File: config.mk
export PLATFORM = sky130hd
export DESIGN_NAME = printable_string_extractor_core_flat
export DESIGN_NICKNAME = d
export VERILOG_FILES = /design/src/rtl/pse_pkg.sv /design/src/rtl/pse_req_if.sv /design/src/rtl/pse_rsp_if.sv /design/src/rtl/pse_csr_if.sv /design/src/rtl/pse_ram.sv /design/src/rtl/pse_ctrl.sv /design/src/rtl/pse_dp.sv /design/src/rtl/printable_string_extractor_core.sv /design/src/flat_wrapper.sv
export SDC_FILE = /design/constraint.sdc
export NUM_CORES = 1
export LEC_CHECK = 0
export BUFFER_PORTS_ARGS = -buffer_cell sky130_fd_sc_hd__buf_2
export CORE_UTILIZATION = 38
export CTS_CLUSTER_DIAMETER = 100
export DETAILED_ROUTE_END_ITERATION = 7
export HOLD_SLACK_MARGIN = 0.12
export PLACE_DENSITY = 0.62
export SKIP_CTS_REPAIR_TIMING = 1
export SLEW_MARGIN = 15
export SYNTH_ARGS = -nofsm -noshare
export SYNTH_HDL_FRONTEND = slang
export SYNTH_SLANG_ARGS = --single-unit
File: constraint.sdc
create_clock -name clock -period 9.5 [get_ports clock]
set_input_delay 0.475 -clock clock [delete_from_list [all_inputs] [get_ports clock]]
set_output_delay 0.475 -clock clock [all_outputs]
set_load 0.01 [all_outputs]
File: src/rtl/pse_pkg.sv
`default_nettype none

package pse_pkg;

   // Field widths of the channels.
   localparam int OP_W       = 3;
   localparam int BYTE_W     = 8;
   localparam int ADDR_W     = 64;
   localparam int KIND_W     = 2;
   localparam int LEN_W      = 12;
   localparam int MIN_W      = 7;
   localparam int MAXLEN_W   = 12;
   localparam int LIMIT_W    = 20;
   localparam int CSR_IDX_W  = 2;
   localparam int CSR_DATA_W = 20;

   // Sizing of the run buffer and the run length counter.
   localparam int MAX_PENDING = 64;
   localparam int PEND_AW     = $clog2(MAX_PENDING);
   localparam int LEN_BITS    = 12;
   localparam int LEN_MAX     = (1 << LEN_BITS) - 1;
   localparam int CMP_W       = 17;

   // Register reset values.
   localparam logic [MIN_W-1:0]    MIN_LEN_RESET   = MIN_W'(6);
   localparam logic [MAXLEN_W-1:0] MAX_LEN_RESET   = MAXLEN_W'(512);
   localparam logic [LIMIT_W-1:0]  HIT_LIMIT_RESET = '0;
   localparam logic [LIMIT_W-1:0]  COUNT_MAX       = '1;

   // Character class bounds.
   localparam logic [BYTE_W-1:0] CHAR_SPACE = 8'h20;
   localparam logic [BYTE_W-1:0] CHAR_DEL   = 8'h7F;
   localparam logic [BYTE_W-1:0] CHAR_TAB   = 8'h09;

   // Input opcodes.
   localparam logic [OP_W-1:0] OP_DATA         = 3'd0;
   localparam logic [OP_W-1:0] OP_GAP          = 3'd1;
   localparam logic [OP_W-1:0] OP_REGION_END   = 3'd2;
   localparam logic [OP_W-1:0] OP_REGION_START = 3'd3;
   localparam logic [OP_W-1:0] OP_NEW_SCAN     = 3'd4;

   // Result kinds.
   localparam logic [KIND_W-1:0] KIND_TEXT    = 2'd0;
   localparam logic [KIND_W-1:0] KIND_HIT     = 2'd1;
   localparam logic [KIND_W-1:0] KIND_DISCARD = 2'd2;

   // Configuration register indexes.
   localparam logic [CSR_IDX_W-1:0] CSR_MIN_LEN   = 2'd0;
   localparam logic [CSR_IDX_W-1:0] CSR_MAX_LEN   = 2'd1;
   localparam logic [CSR_IDX_W-1:0] CSR_HIT_LIMIT = 2'd2;

   // Commands from the controller to the datapath.
   typedef struct packed {
      logic accept;
      logic emit_drain;
   } pse_cmd_type;

   // Status from the datapath to the controller.
   typedef struct packed {
      logic slot_free;
      logic drain_needed;
      logic last_drain;
   } pse_status_type;

   // Printable ASCII or horizontal tab.
   function automatic logic text_char_check(input logic [BYTE_W-1:0] b);
      return ((b >= CHAR_SPACE) && (b < CHAR_DEL)) || (b == CHAR_TAB);
   endfunction

endpackage

`default_nettype wire

File: src/rtl/pse_req_if.sv
`default_nettype none

interface pse_req_if;
   import pse_pkg::*;

   logic              valid;
   logic              ready;
   logic [OP_W-1:0]   opcode;
   logic [BYTE_W-1:0] data_byte;
   logic [ADDR_W-1:0] byte_addr;

   modport source (output valid, opcode, data_byte, byte_addr, input ready);
   modport sink (input valid, opcode, data_byte, byte_addr, output ready);
endinterface

`default_nettype wire

File: src/rtl/pse_rsp_if.sv
`default_nettype none

interface pse_rsp_if;
   import pse_pkg::*;

   logic              valid;
   logic              ready;
   logic [KIND_W-1:0] kind;
   logic [BYTE_W-1:0] text_byte;
   logic [ADDR_W-1:0] hit_addr;
   logic [ADDR_W-1:0] region_base;
   logic [LEN_W-1:0]  hit_length;
   logic              limit_reached;
   logic              last;

   modport source (output valid, kind, text_byte, hit_addr, region_base, hit_length,
                   limit_reached, last, input ready);
   modport sink (input valid, kind, text_byte, hit_addr, region_base, hit_length,
                 limit_reached, last, output ready);
endinterface

`default_nettype wire

File: src/rtl/pse_csr_if.sv
`default_nettype none

interface pse_csr_if;
   import pse_pkg::*;

   logic                  valid;
   logic                  ready;
   logic [CSR_IDX_W-1:0]  reg_index;
   logic [CSR_DATA_W-1:0] wdata;

   modport source (output valid, reg_index, wdata, input ready);
   modport sink (input valid, reg_index, wdata, output ready);
endinterface

`default_nettype wire

File: src/rtl/pse_ram.sv
`default_nettype none

module pse_ram #(
   parameter int WIDTH = 8,
   parameter int DEPTH = 64
) (
   input  logic                     clock,
   input  logic                     we,
   input  logic [$clog2(DEPTH)-1:0] waddr,
   input  logic [WIDTH-1:0]         wdata,
   input  logic [$clog2(DEPTH)-1:0] raddr,
   output logic [WIDTH-1:0]         rdata
);

   logic [WIDTH-1:0] mem_ff [DEPTH];
   logic [WIDTH-1:0] rdata_ff;

   // One write port and one registered read port.
   always_ff @(posedge clock) begin
      if (we) begin
         mem_ff[waddr] <= wdata;
      end
      rdata_ff <= mem_ff[raddr];
   end

   assign rdata = rdata_ff;

endmodule

`default_nettype wire

File: src/rtl/pse_ctrl.sv
`default_nettype none

module pse_ctrl (
   input  logic                    clock,
   input  logic                    reset,
   input  logic                    req_valid,
   output logic                    req_ready,
   input  pse_pkg::pse_status_type status,
   output pse_pkg::pse_cmd_type    cmd
);
   import pse_pkg::*;

   typedef enum logic [1:0] {
      S_IDLE,
      S_READ,
      S_EMIT
   } state_type;

   state_type state_ff;
   state_type state_in;

   // Words are taken only in idle and only when the output slot can take a result.
   assign req_ready      = (state_ff == S_IDLE) && status.slot_free;
   assign cmd.accept     = req_ready && req_valid;
   assign cmd.emit_drain = (state_ff == S_EMIT) && status.slot_free;

   // A qualifying word starts a drain of the buffered run, one byte per read and emit pair.
   always_comb begin
      state_in = state_ff;
      unique case (state_ff)
         S_IDLE: begin
            if (cmd.accept && status.drain_needed) begin
               state_in = S_READ;
            end
         end
         S_READ: begin
            state_in = S_EMIT;
         end
         S_EMIT: begin
            if (cmd.emit_drain) begin
               state_in = status.last_drain ? S_IDLE : S_READ;
            end
         end
         default: begin
            state_in = S_IDLE;
         end
      endcase
   end

   always_ff @(posedge clock) begin
      if (reset) begin
         state_ff <= S_IDLE;
      end else begin
         state_ff <= state_in;
      end
   end

endmodule

`default_nettype wire

File: src/rtl/pse_dp.sv
`default_nettype none

module pse_dp (
   input  logic                             clock,
   input  logic                             reset,
   input  pse_pkg::pse_cmd_type             cmd,
   output pse_pkg::pse_status_type          status,
   input  logic [pse_pkg::OP_W-1:0]         req_opcode,
   input  logic [pse_pkg::BYTE_W-1:0]       req_data_byte,
   input  logic [pse_pkg::ADDR_W-1:0]       req_byte_addr,
   output logic                             rsp_valid,
   input  logic                             rsp_ready,
   output logic [pse_pkg::KIND_W-1:0]       rsp_kind,
   output logic [pse_pkg::BYTE_W-1:0]       rsp_text_byte,
   output logic [pse_pkg::ADDR_W-1:0]       rsp_hit_addr,
   output logic [pse_pkg::ADDR_W-1:0]       rsp_region_base,
   output logic [pse_pkg::LEN_W-1:0]        rsp_hit_length,
   output logic                             rsp_limit_reached,
   output logic                             rsp_last,
   input  logic                             csr_valid,
   output logic                             csr_ready,
   input  logic [pse_pkg::CSR_IDX_W-1:0]    csr_reg_index,
   input  logic [pse_pkg::CSR_DATA_W-1:0]   csr_wdata
);
   import pse_pkg::*;

   // Configuration registers.
   logic [MIN_W-1:0]    min_len_ff;
   logic [MAXLEN_W-1:0] max_len_ff;
   logic [LIMIT_W-1:0]  hit_limit_ff;

   // Scan state.
   logic [LEN_BITS-1:0] run_len_ff, run_len_in;
   logic [ADDR_W-1:0]   run_start_ff, run_start_in;
   logic [LIMIT_W-1:0]  hit_cnt_ff, hit_cnt_in;
   logic [ADDR_W-1:0]   region_ff, region_in;
   logic                flag_ff, flag_in;
   logic [PEND_AW-1:0]  drain_idx_ff;

   // Output slot.
   logic                rsp_valid_ff;
   logic [KIND_W-1:0]   rsp_kind_ff, rsp_kind_in;
   logic [BYTE_W-1:0]   rsp_text_ff, rsp_text_in;
   logic [ADDR_W-1:0]   rsp_addr_ff;
   logic [ADDR_W-1:0]   rsp_region_ff;
   logic [LEN_W-1:0]    rsp_len_ff, rsp_len_in;
   logic                rsp_limit_ff, rsp_limit_in;
   logic                rsp_last_ff, rsp_last_in;
   logic                rsp_load;

   // Word decode results.
   logic                res_load;
   logic [KIND_W-1:0]   res_kind;
   logic [LEN_W-1:0]    res_len;
   logic                ram_we;
   logic [PEND_AW-1:0]  ram_waddr;
   logic                drain_cand;
   logic [BYTE_W-1:0]   ram_rdata;

   // Effective length bounds.
   logic [MIN_W-1:0]    eff_min;
   logic [CMP_W-1:0]    min_x, max_x, run_x;
   logic                qual;
   logic [LIMIT_W-1:0]  cnt_inc;
   logic                lim_after_hit;
   logic                lim_now;

   // Clamp the minimum into one to the buffer depth, and the maximum into min to LEN_MAX.
   always_comb begin
      if (min_len_ff == '0) begin
         eff_min = MIN_W'(1);
      end else if (min_len_ff > MIN_W'(MAX_PENDING)) begin
         eff_min = MIN_W'(MAX_PENDING);
      end else begin
         eff_min = min_len_ff;
      end
      min_x = CMP_W'(eff_min);
      max_x = CMP_W'(max_len_ff);
      if (max_x < min_x) begin
         max_x = min_x;
      end
      if (max_x > CMP_W'(LEN_MAX)) begin
         max_x = CMP_W'(LEN_MAX);
      end
      run_x = CMP_W'(run_len_ff);
   end

   // Hit completion and limit checks shared by all ending paths.
   assign qual          = (run_len_ff != '0) && (run_x >= min_x);
   assign cnt_inc       = (hit_cnt_ff == COUNT_MAX) ? hit_cnt_ff : hit_cnt_ff + LIMIT_W'(1);
   assign lim_after_hit = (hit_limit_ff != '0) && (cnt_inc >= hit_limit_ff);
   assign lim_now       = (hit_limit_ff != '0) && (hit_cnt_ff >= hit_limit_ff);

   // Next state and direct result for the word on the input channel.
   always_comb begin
      run_len_in   = run_len_ff;
      run_start_in = run_start_ff;
      hit_cnt_in   = hit_cnt_ff;
      region_in    = region_ff;
      flag_in      = flag_ff;
      res_load     = 1'b0;
      res_kind     = KIND_TEXT;
      res_len      = '0;
      ram_we       = 1'b0;
      ram_waddr    = run_len_ff[PEND_AW-1:0];
      drain_cand   = 1'b0;
      unique case (req_opcode)
         OP_DATA: begin
            if (!text_char_check(req_data_byte)) begin
               if (qual) begin
                  res_load   = 1'b1;
                  res_kind   = KIND_HIT;
                  res_len    = LEN_W'(run_len_ff);
                  hit_cnt_in = cnt_inc;
                  flag_in    = flag_ff || lim_after_hit;
               end
               run_len_in = '0;
            end else if (run_len_ff == '0) begin
               flag_in = flag_ff || lim_now;
               if (!(flag_ff || lim_now)) begin
                  run_start_in = req_byte_addr;
                  ram_we       = 1'b1;
                  ram_waddr    = '0;
                  run_len_in   = LEN_BITS'(1);
                  drain_cand   = (min_x == CMP_W'(1));
               end
            end else if (run_x >= max_x) begin
               if (run_x < CMP_W'(LEN_MAX)) begin
                  run_len_in = run_len_ff + LEN_BITS'(1);
               end
            end else if (run_x >= min_x) begin
               run_len_in = run_len_ff + LEN_BITS'(1);
               res_load   = 1'b1;
            end else begin
               ram_we     = 1'b1;
               run_len_in = run_len_ff + LEN_BITS'(1);
               drain_cand = ((run_x + CMP_W'(1)) == min_x);
            end
         end
         OP_GAP: begin
            if (qual) begin
               res_load = 1'b1;
               res_kind = KIND_DISCARD;
               res_len  = LEN_W'(run_len_ff);
            end
            run_len_in = '0;
         end
         OP_REGION_END, OP_REGION_START: begin
            if (qual) begin
               res_load   = 1'b1;
               res_kind   = KIND_HIT;
               res_len    = LEN_W'(run_len_ff);
               hit_cnt_in = cnt_inc;
               flag_in    = flag_ff || lim_after_hit;
            end
            run_len_in = '0;
            if (req_opcode == OP_REGION_START) begin
               region_in = req_byte_addr;
            end
         end
         OP_NEW_SCAN: begin
            run_len_in = '0;
            hit_cnt_in = '0;
            flag_in    = 1'b0;
            region_in  = '0;
         end
         default: begin
         end
      endcase
   end

   // Run buffer holding bytes of a run that has not yet qualified.
   pse_ram #(
      .WIDTH (BYTE_W),
      .DEPTH (MAX_PENDING)
   ) u_pend_ram (
      .clock (clock),
      .we    (ram_we && cmd.accept),
      .waddr (ram_waddr),
      .wdata (req_data_byte),
      .raddr (drain_idx_ff),
      .rdata (ram_rdata)
   );

   // Status toward the controller.
   assign status.slot_free    = !rsp_valid_ff || rsp_ready;
   assign status.drain_needed = drain_cand;
   assign status.last_drain   = (MIN_W'(drain_idx_ff) == (eff_min - MIN_W'(1)));

   // Output slot loads a direct result on accept, or a drained byte.
   assign rsp_load = (cmd.accept && res_load) || cmd.emit_drain;

   always_comb begin
      if (cmd.emit_drain) begin
         rsp_kind_in  = KIND_TEXT;
         rsp_text_in  = ram_rdata;
         rsp_len_in   = '0;
         rsp_limit_in = flag_ff;
         rsp_last_in  = status.last_drain;
      end else begin
         rsp_kind_in  = res_kind;
         rsp_text_in  = (res_kind == KIND_TEXT) ? req_data_byte : '0;
         rsp_len_in   = res_len;
         rsp_limit_in = flag_in;
         rsp_last_in  = 1'b1;
      end
   end

   // Control state and configuration.
   always_ff @(posedge clock) begin
      if (reset) begin
         min_len_ff   <= MIN_LEN_RESET;
         max_len_ff   <= MAX_LEN_RESET;
         hit_limit_ff <= HIT_LIMIT_RESET;
         run_len_ff   <= '0;
         run_start_ff <= '0;
         hit_cnt_ff   <= '0;
         region_ff    <= '0;
         flag_ff      <= 1'b0;
         drain_idx_ff <= '0;
         rsp_valid_ff <= 1'b0;
      end else begin
         if (csr_valid) begin
            unique case (csr_reg_index)
               CSR_MIN_LEN:   min_len_ff   <= csr_wdata[MIN_W-1:0];
               CSR_MAX_LEN:   max_len_ff   <= csr_wdata[MAXLEN_W-1:0];
               CSR_HIT_LIMIT: hit_limit_ff <= csr_wdata[LIMIT_W-1:0];
               default: begin
               end
            endcase
         end
         if (cmd.accept) begin
            run_len_ff   <= run_len_in;
            run_start_ff <= run_start_in;
            hit_cnt_ff   <= hit_cnt_in;
            region_ff    <= region_in;
            flag_ff      <= flag_in;
            drain_idx_ff <= '0;
         end else if (cmd.emit_drain) begin
            drain_idx_ff <= drain_idx_ff + PEND_AW'(1);
         end
         if (rsp_load) begin
            rsp_valid_ff <= 1'b1;
         end else if (rsp_ready) begin
            rsp_valid_ff <= 1'b0;
         end
      end
   end

   // Result payload; the hit address shows the run start after the word, the region base the register at load.
   always_ff @(posedge clock) begin
      if (rsp_load) begin
         rsp_kind_ff   <= rsp_kind_in;
         rsp_text_ff   <= rsp_text_in;
         rsp_addr_ff   <= cmd.emit_drain ? run_start_ff : run_start_in;
         rsp_region_ff <= region_ff;
         rsp_len_ff    <= rsp_len_in;
         rsp_limit_ff  <= rsp_limit_in;
         rsp_last_ff   <= rsp_last_in;
      end
   end

   assign rsp_valid         = rsp_valid_ff;
   assign rsp_kind          = rsp_kind_ff;
   assign rsp_text_byte     = rsp_text_ff;
   assign rsp_hit_addr      = rsp_addr_ff;
   assign rsp_region_base   = rsp_region_ff;
   assign rsp_hit_length    = rsp_len_ff;
   assign rsp_limit_reached = rsp_limit_ff;
   assign rsp_last          = rsp_last_ff;
   assign csr_ready         = 1'b1;

endmodule

`default_nettype wire

File: src/rtl/printable_string_extractor_core.sv
// Printable string extractor.
// req_ch carries one word per valid/ready handshake: an opcode (data byte, unreadable
// gap, region end, region start, new scan), the byte and its address. rsp_ch returns
// result words: text bytes of a qualified run, hit-complete and hit-discarded markers;
// the last word caused by an input word has last set. csr_ch writes min_len, max_len
// and hit_limit by index and is always ready; write it only while the block is idle.
// A result appears in the cycle after its input word is taken, from a single output
// register. A word that causes at most one result does not hold the input, so data bytes
// flow at one per cycle while the receiver keeps up. A byte that lets a run reach min_len
// drains the buffered run from the run buffer RAM, each byte by a registered read then
// an emit, before the next word is taken.
// Reset clears the run, the hit count, the limit flag and the region base and loads
// the register defaults (6, 512, 0). When the receiver stalls, the result word holds
// and the input channel deasserts ready until the output register is free again.
`default_nettype none

module printable_string_extractor_core (
   input logic        clock,
   input logic        reset,
   pse_req_if.sink    req_ch,
   pse_rsp_if.source  rsp_ch,
   pse_csr_if.sink    csr_ch
);
   import pse_pkg::*;

   pse_cmd_type    cmd;
   pse_status_type status;

   // Sequencer for accepting words and draining buffered runs.
   pse_ctrl u_ctrl (
      .clock     (clock),
      .reset     (reset),
      .req_valid (req_ch.valid),
      .req_ready (req_ch.ready),
      .status    (status),
      .cmd       (cmd)
   );

   // Scan state, run buffer and output register.
   pse_dp u_dp (
      .clock             (clock),
      .reset             (reset),
      .cmd               (cmd),
      .status            (status),
      .req_opcode        (req_ch.opcode),
      .req_data_byte     (req_ch.data_byte),
      .req_byte_addr     (req_ch.byte_addr),
      .rsp_valid         (rsp_ch.valid),
      .rsp_ready         (rsp_ch.ready),
      .rsp_kind          (rsp_ch.kind),
      .rsp_text_byte     (rsp_ch.text_byte),
      .rsp_hit_addr      (rsp_ch.hit_addr),
      .rsp_region_base   (rsp_ch.region_base),
      .rsp_hit_length    (rsp_ch.hit_length),
      .rsp_limit_reached (rsp_ch.limit_reached),
      .rsp_last          (rsp_ch.last),
      .csr_valid         (csr_ch.valid),
      .csr_ready         (csr_ch.ready),
      .csr_reg_index     (csr_ch.reg_index),
      .csr_wdata         (csr_ch.wdata)
   );

endmodule

`default_nettype wire

File: src/flat_wrapper.sv
// flat-port wrapper written by rule: the top's interface ports become plain ports
module printable_string_extractor_core_flat import pse_pkg::*;
  (clock, reset, req_ch_valid, req_ch_opcode, req_ch_data_byte, req_ch_byte_addr, req_ch_ready, rsp_ch_valid, rsp_ch_kind, rsp_ch_text_byte, rsp_ch_hit_addr, rsp_ch_region_base, rsp_ch_hit_length, rsp_ch_limit_reached, rsp_ch_last, rsp_ch_ready, csr_ch_valid, csr_ch_reg_index, csr_ch_wdata, csr_ch_ready);
  pse_req_if req_ch_i ();
  pse_rsp_if rsp_ch_i ();
  pse_csr_if csr_ch_i ();
  input logic clock;
  input logic reset;
  input wire logic [$bits(req_ch_i.valid)-1:0] req_ch_valid;
  input wire logic [$bits(req_ch_i.opcode)-1:0] req_ch_opcode;
  input wire logic [$bits(req_ch_i.data_byte)-1:0] req_ch_data_byte;
  input wire logic [$bits(req_ch_i.byte_addr)-1:0] req_ch_byte_addr;
  output wire logic [$bits(req_ch_i.ready)-1:0] req_ch_ready;
  output wire logic [$bits(rsp_ch_i.valid)-1:0] rsp_ch_valid;
  output wire logic [$bits(rsp_ch_i.kind)-1:0] rsp_ch_kind;
  output wire logic [$bits(rsp_ch_i.text_byte)-1:0] rsp_ch_text_byte;
  output wire logic [$bits(rsp_ch_i.hit_addr)-1:0] rsp_ch_hit_addr;
  output wire logic [$bits(rsp_ch_i.region_base)-1:0] rsp_ch_region_base;
  output wire logic [$bits(rsp_ch_i.hit_length)-1:0] rsp_ch_hit_length;
  output wire logic [$bits(rsp_ch_i.limit_reached)-1:0] rsp_ch_limit_reached;
  output wire logic [$bits(rsp_ch_i.last)-1:0] rsp_ch_last;
  input wire logic [$bits(rsp_ch_i.ready)-1:0] rsp_ch_ready;
  input wire logic [$bits(csr_ch_i.valid)-1:0] csr_ch_valid;
  input wire logic [$bits(csr_ch_i.reg_index)-1:0] csr_ch_reg_index;
  input wire logic [$bits(csr_ch_i.wdata)-1:0] csr_ch_wdata;
  output wire logic [$bits(csr_ch_i.ready)-1:0] csr_ch_ready;
  assign req_ch_i.valid = req_ch_valid;
  assign req_ch_i.opcode = req_ch_opcode;
  assign req_ch_i.data_byte = req_ch_data_byte;
  assign req_ch_i.byte_addr = req_ch_byte_addr;
  assign req_ch_ready = req_ch_i.ready;
  assign rsp_ch_valid = rsp_ch_i.valid;
  assign rsp_ch_kind = rsp_ch_i.kind;
  assign rsp_ch_text_byte = rsp_ch_i.text_byte;
  assign rsp_ch_hit_addr = rsp_ch_i.hit_addr;
  assign rsp_ch_region_base = rsp_ch_i.region_base;
  assign rsp_ch_hit_length = rsp_ch_i.hit_length;
  assign rsp_ch_limit_reached = rsp_ch_i.limit_reached;
  assign rsp_ch_last = rsp_ch_i.last;
  assign rsp_ch_i.ready = rsp_ch_ready;
  assign csr_ch_i.valid = csr_ch_valid;
  assign csr_ch_i.reg_index = csr_ch_reg_index;
  assign csr_ch_i.wdata = csr_ch_wdata;
  assign csr_ch_ready = csr_ch_i.ready;
  printable_string_extractor_core u_core (.clock(clock), .reset(reset), .req_ch(req_ch_i), .rsp_ch(rsp_ch_i), .csr_ch(csr_ch_i));
endmodule
==> run summary <==
The cell family with the largest share of critical-path delay is simple AND/OR/NAND/NOR gates. The power per standard cell area was 188.7 nW/um2. Overall via count from detail_route: 22780. Yosys attributes the largest share of cell area to edfxtp_1 55%, dfxtp_1 12%, mux4_2 10%. The async set or reset register ratio after synthesis was 0%. The signal on the critical path passes through nor2b_1, inv_1, ha_1, o31ai_1, nand2b_1, a21oi_1, o211ai_1, mux2i_1, ha_1, a21oi_1, o21ai_0, a221oi_1, nor3_1, or4_1, nor4_1, nand3_1, nor2_1. The core region is 93610 um2.

Of the available clock period, the critical path in the final layout requires 70.85%. In this run, the clock network consumes 43.2% of the power. Across the VDD grid, the largest voltage drop is 0.1212 mV. The shortest period the worst path allows was 6731 ps. The reported leakage power is 14.29 nW. In this run the deepest clock path goes through 3 buffers. The count of yosys warnings during synthesis is 0. TritonCTS built the clock tree. The most common cell in the synthesized netlist is edfxtp_1. The tools report the total number of placement rows as 112. After detailed placement, the total cell area comes to 38900 um2. In the synthesized netlist, the cells that appear most often are 664 x edfxtp_1, 304 x nand2_1, 217 x dfxtp_1. After synthesis, the largest area contributor takes up 55.31% of total cell area. The min-delay analysis places its worst path in the category in -> reg. For this run, design rule violations remaining after detail routing come to 0.

The maximum achievable frequency is 148.6 MHz, and the layout filler cell count is 8170. The highest fanout seen on the critical path was 15. The first detailed-routing pass ran for 6 iterations. In this run the remaining antenna-violating nets after routing total 0. After synthesis, the netlist uses 60 different library cells. The net count of the finished layout was 2972. The H-tree level count is 3.

The tools report the pin count of the biggest net entering global routing as 87. The aggregate negative setup slack was 0 ps. The aggregate routed wire length is 95.62 mm, and the clock sink total is 881. On the critical path, the stage with the largest delay is an instance of nor2_1.

The post-route cell area is 42720 um2, and the share of layout cells above drive strength 1 is 25.03%. The flow ran to the end, and the final reports show no timing, DRC or antenna violations. For this run, the leading register cell type out of synthesis is edfxtp_1. The type of element capturing the critical path is a flop. Setup repair after global routing left no endpoint under its margin.

Summing every instance area after synthesis gives 36050 um2. Clock skew on the completed layout was measured at 39.40 ps. The first global-routing pass estimated 141.5 mm of wire. The die is 310.0 um wide.

Synthesis produced a netlist with a net count of 2618. Pin placement for this block handled 257 I/O pins. For the sequential share of power, the log shows 51.7%.

The tools report the required time reported for the critical path endpoint as 9780 ps. Counting flops and latches in the post-synthesis netlist gives 881. Clock-pin slew was measured on the worst setup and hold paths at 60 ps. In this run, CTS created clock tree buffers numbering 91. The detailed-route vias per instance is 5.519, and the count of input and output buffers is 255.

In the synthesized netlist, the number of instances is 2445. For the area of the die, the log shows 96110 um2. Insertion delay of the later-clocked pin in the worst-skew pair: 670 ps.

The internal portion of the total power is 6.268 mW. For this run, the total global-route usage over all layers was measured as 19.60%. The logs give 0 for the number of setup violations in the final report and 0 for the global route total overflow.

The reported max-cap violation count is 0, and the net switching power figure is 1.793 mW. The tools report the cell at the root of the clock tree as clkbuf_16. The final number of max-transition violations was 0; the layout overhead on the synthesized area was 18.49%. The proportion of total power due to net switching was 22.25%. Per report_power, the combinational group accounts for 5.0% of the total. For the pin with the worst max-slew slack, the measured transition is 1050 ps. Count of buffer and inverter cells on the critical path: 1. Of the synthesized area, sequential elements account for 67.36%. Setup slack on the worst reg-to-reg path comes out at 2770 ps. STA puts the critical path data arrival time at 7010 ps. For this configuration, the core starts out at a cell density of 38.51%. The per-cell routed wire length is 23.17 um, and the number of antenna violations at the first check in global routing is 2. The per-instance average area after synthesis was 14.75 um2; the final RePlAce weighted congestion was 0.8797.

In this run the tightest slew margin relative to its limit is 30.02%. The largest total area in the synthesized netlist belongs to edfxtp_1. The stage delay of the slowest cell on the critical path came out at 800 ps.

The tools report the final hold violation count as 0. The height of the chip is 310.0 um, and the number of DRC markers after the initial detailed-route iteration is 2444. The worst setup path is launched from a flop. The synthesized design contains 664 enable-type register cells. The via count of the first global-routing pass is 22230.

The HPWL after detailed placement is 61.08 mm. Critical path class: reg -> reg. At the end of the flow the core is filled with cells to 45.63%.
-- worst reg2reg max path, delay by kind of cell, from the launching register on --
family                   cells  cell delay, ps
AND/OR/NAND/NOR              7            3280
buffers and inverters        1             150
flip-flops                   1             460
adder cells (fa/ha/maj)      2             590
AO/OA/AOI/OAI                6            1600
multiplexers                 1             280
-- cell usage in the layout (no fill, tap or decap), drive strengths merged, types with 23 or more instances in the layout --
cell type,n
a21oi,210
mux4,168
nand3,91
nand2,305
ha,71
dfxtp,217
dlygate4sd3,84
clkbuf,129
nor4,49
nor2,83
edfxtp,664
buf,331
mux2,68
o21ai,46
nor2b,23
inv,46
-- cell type report --
class                   count  area (um2)  share of cell area, %
multi-input cells        1368       11040                  25.85
inverters                  42       162.7                 0.3808
clock inverters            37       421.7                 0.9871
flip-flops and latches    881       24290                  56.87
well taps                1254        1569                  3.673
clock buffers             129        2532                  5.928
diodes                      1       2.502               0.005858
repair buffers            415        2694                  6.306
-- logic make-up (layout without fill, tap and decap cells) --
logic type      count (synthesis)  after routing  share of synthesized area, %
mux                           249            249                         12.98
other cells                     1              2                       0.01040
compound gates                333            333                         5.279
flops                         881            881                         67.36
fa+ha+maj                      71             71                         2.464
xor+xnor                       37             37                        0.8989
buf+inv                       196            623                         2.166
simple gates                  677            677                         8.846
-- final timing paths --
| path | startpoint | endpoint | depth (start not counted) |
|---|---|---|---|
| worst max-delay path | u_core.u_dp.min_len_ff[6] | u_core.u_dp.u_pend_ram.mem_ff[59][0] | 17 |
| worst min-delay path | req_ch_opcode[1] | u_core.u_dp.rsp_kind[0] | 3 |
| worst max register to register | u_core.u_dp.min_len_ff[6] | u_core.u_dp.u_pend_ram.mem_ff[59][0] | 17 |
| worst min register to register | u_core.u_dp.region_ff[35] | u_core.u_dp.rsp_region_base[35] | 0 |
-- power by group through the flow --
stage                     clock [mW]  combinational (mW)  sequential, mW
final                           3.49               0.405            4.17
after CTS                       3.56               0.371            4.17
after detailed placement           0               0.370            4.25
after global routing            3.70               0.436            4.17
after floorplan                    0               0.196            4.24
after global placement             0               0.366            4.25
-- per-stage QoR --
step | setup WS [ps] | std cells | power, mW | hold WS, ps
4_1_cts | 2621 | 4042 | 8.098 | 9.146
2_1_floorplan | 2856 | 2445 | 4.440 | 408.1
5_1_grt | 2154 | 4127 | 8.312 | 246.1
6_report | 2769 | 4127 | 8.062 | 245.9
3_5_place_dp | 2671 | 3876 | 4.622 | 415.4
3_3_place_gp | 2943 | 3876 | 4.615 | 412.0
-- metal layers --
metal / part of all wire [%] / vias to the layer above / global-route usage, %
met4: 2.0 / 0 / 5.109
met2: 47 / 1036 / 31.13
met5: 0 / - / 0
li1: - / 10050 / -
met3: 8.9 / 139 / 4.652
met1: 42 / 11560 / 26.99
-- flip-flops by register name, summed over array words and instances, names as in the netlist --
register and count:
u_core.u_dp.rsp_hit_length 12, u_core.u_dp.run_len_ff 12, u_core.u_dp.rsp_kind 2, u_core.u_dp.max_len_ff 12, u_core.u_dp.drain_idx_ff 6, u_core.u_dp.min_len_ff 7
u_core.u_dp.flag_ff 1, u_core.u_dp.rsp_region_base 64, u_core.u_dp.hit_cnt_ff 20, u_core.u_dp.rsp_text_byte 8, u_core.u_dp.rsp_hit_addr 64, u_core.u_dp.rsp_valid 1
u_core.u_dp.u_pend_ram.rdata 8, u_core.u_ctrl.state_ff 2, u_core.u_dp.rsp_limit_reached 1, u_core.u_dp.rsp_last 1, u_core.u_dp.region_ff 64, u_core.u_dp.u_pend_ram.mem_ff 512
u_core.u_dp.hit_limit_ff 20, u_core.u_dp.run_start_ff 64
Note: power is estimated with default switching activity, not from simulation.
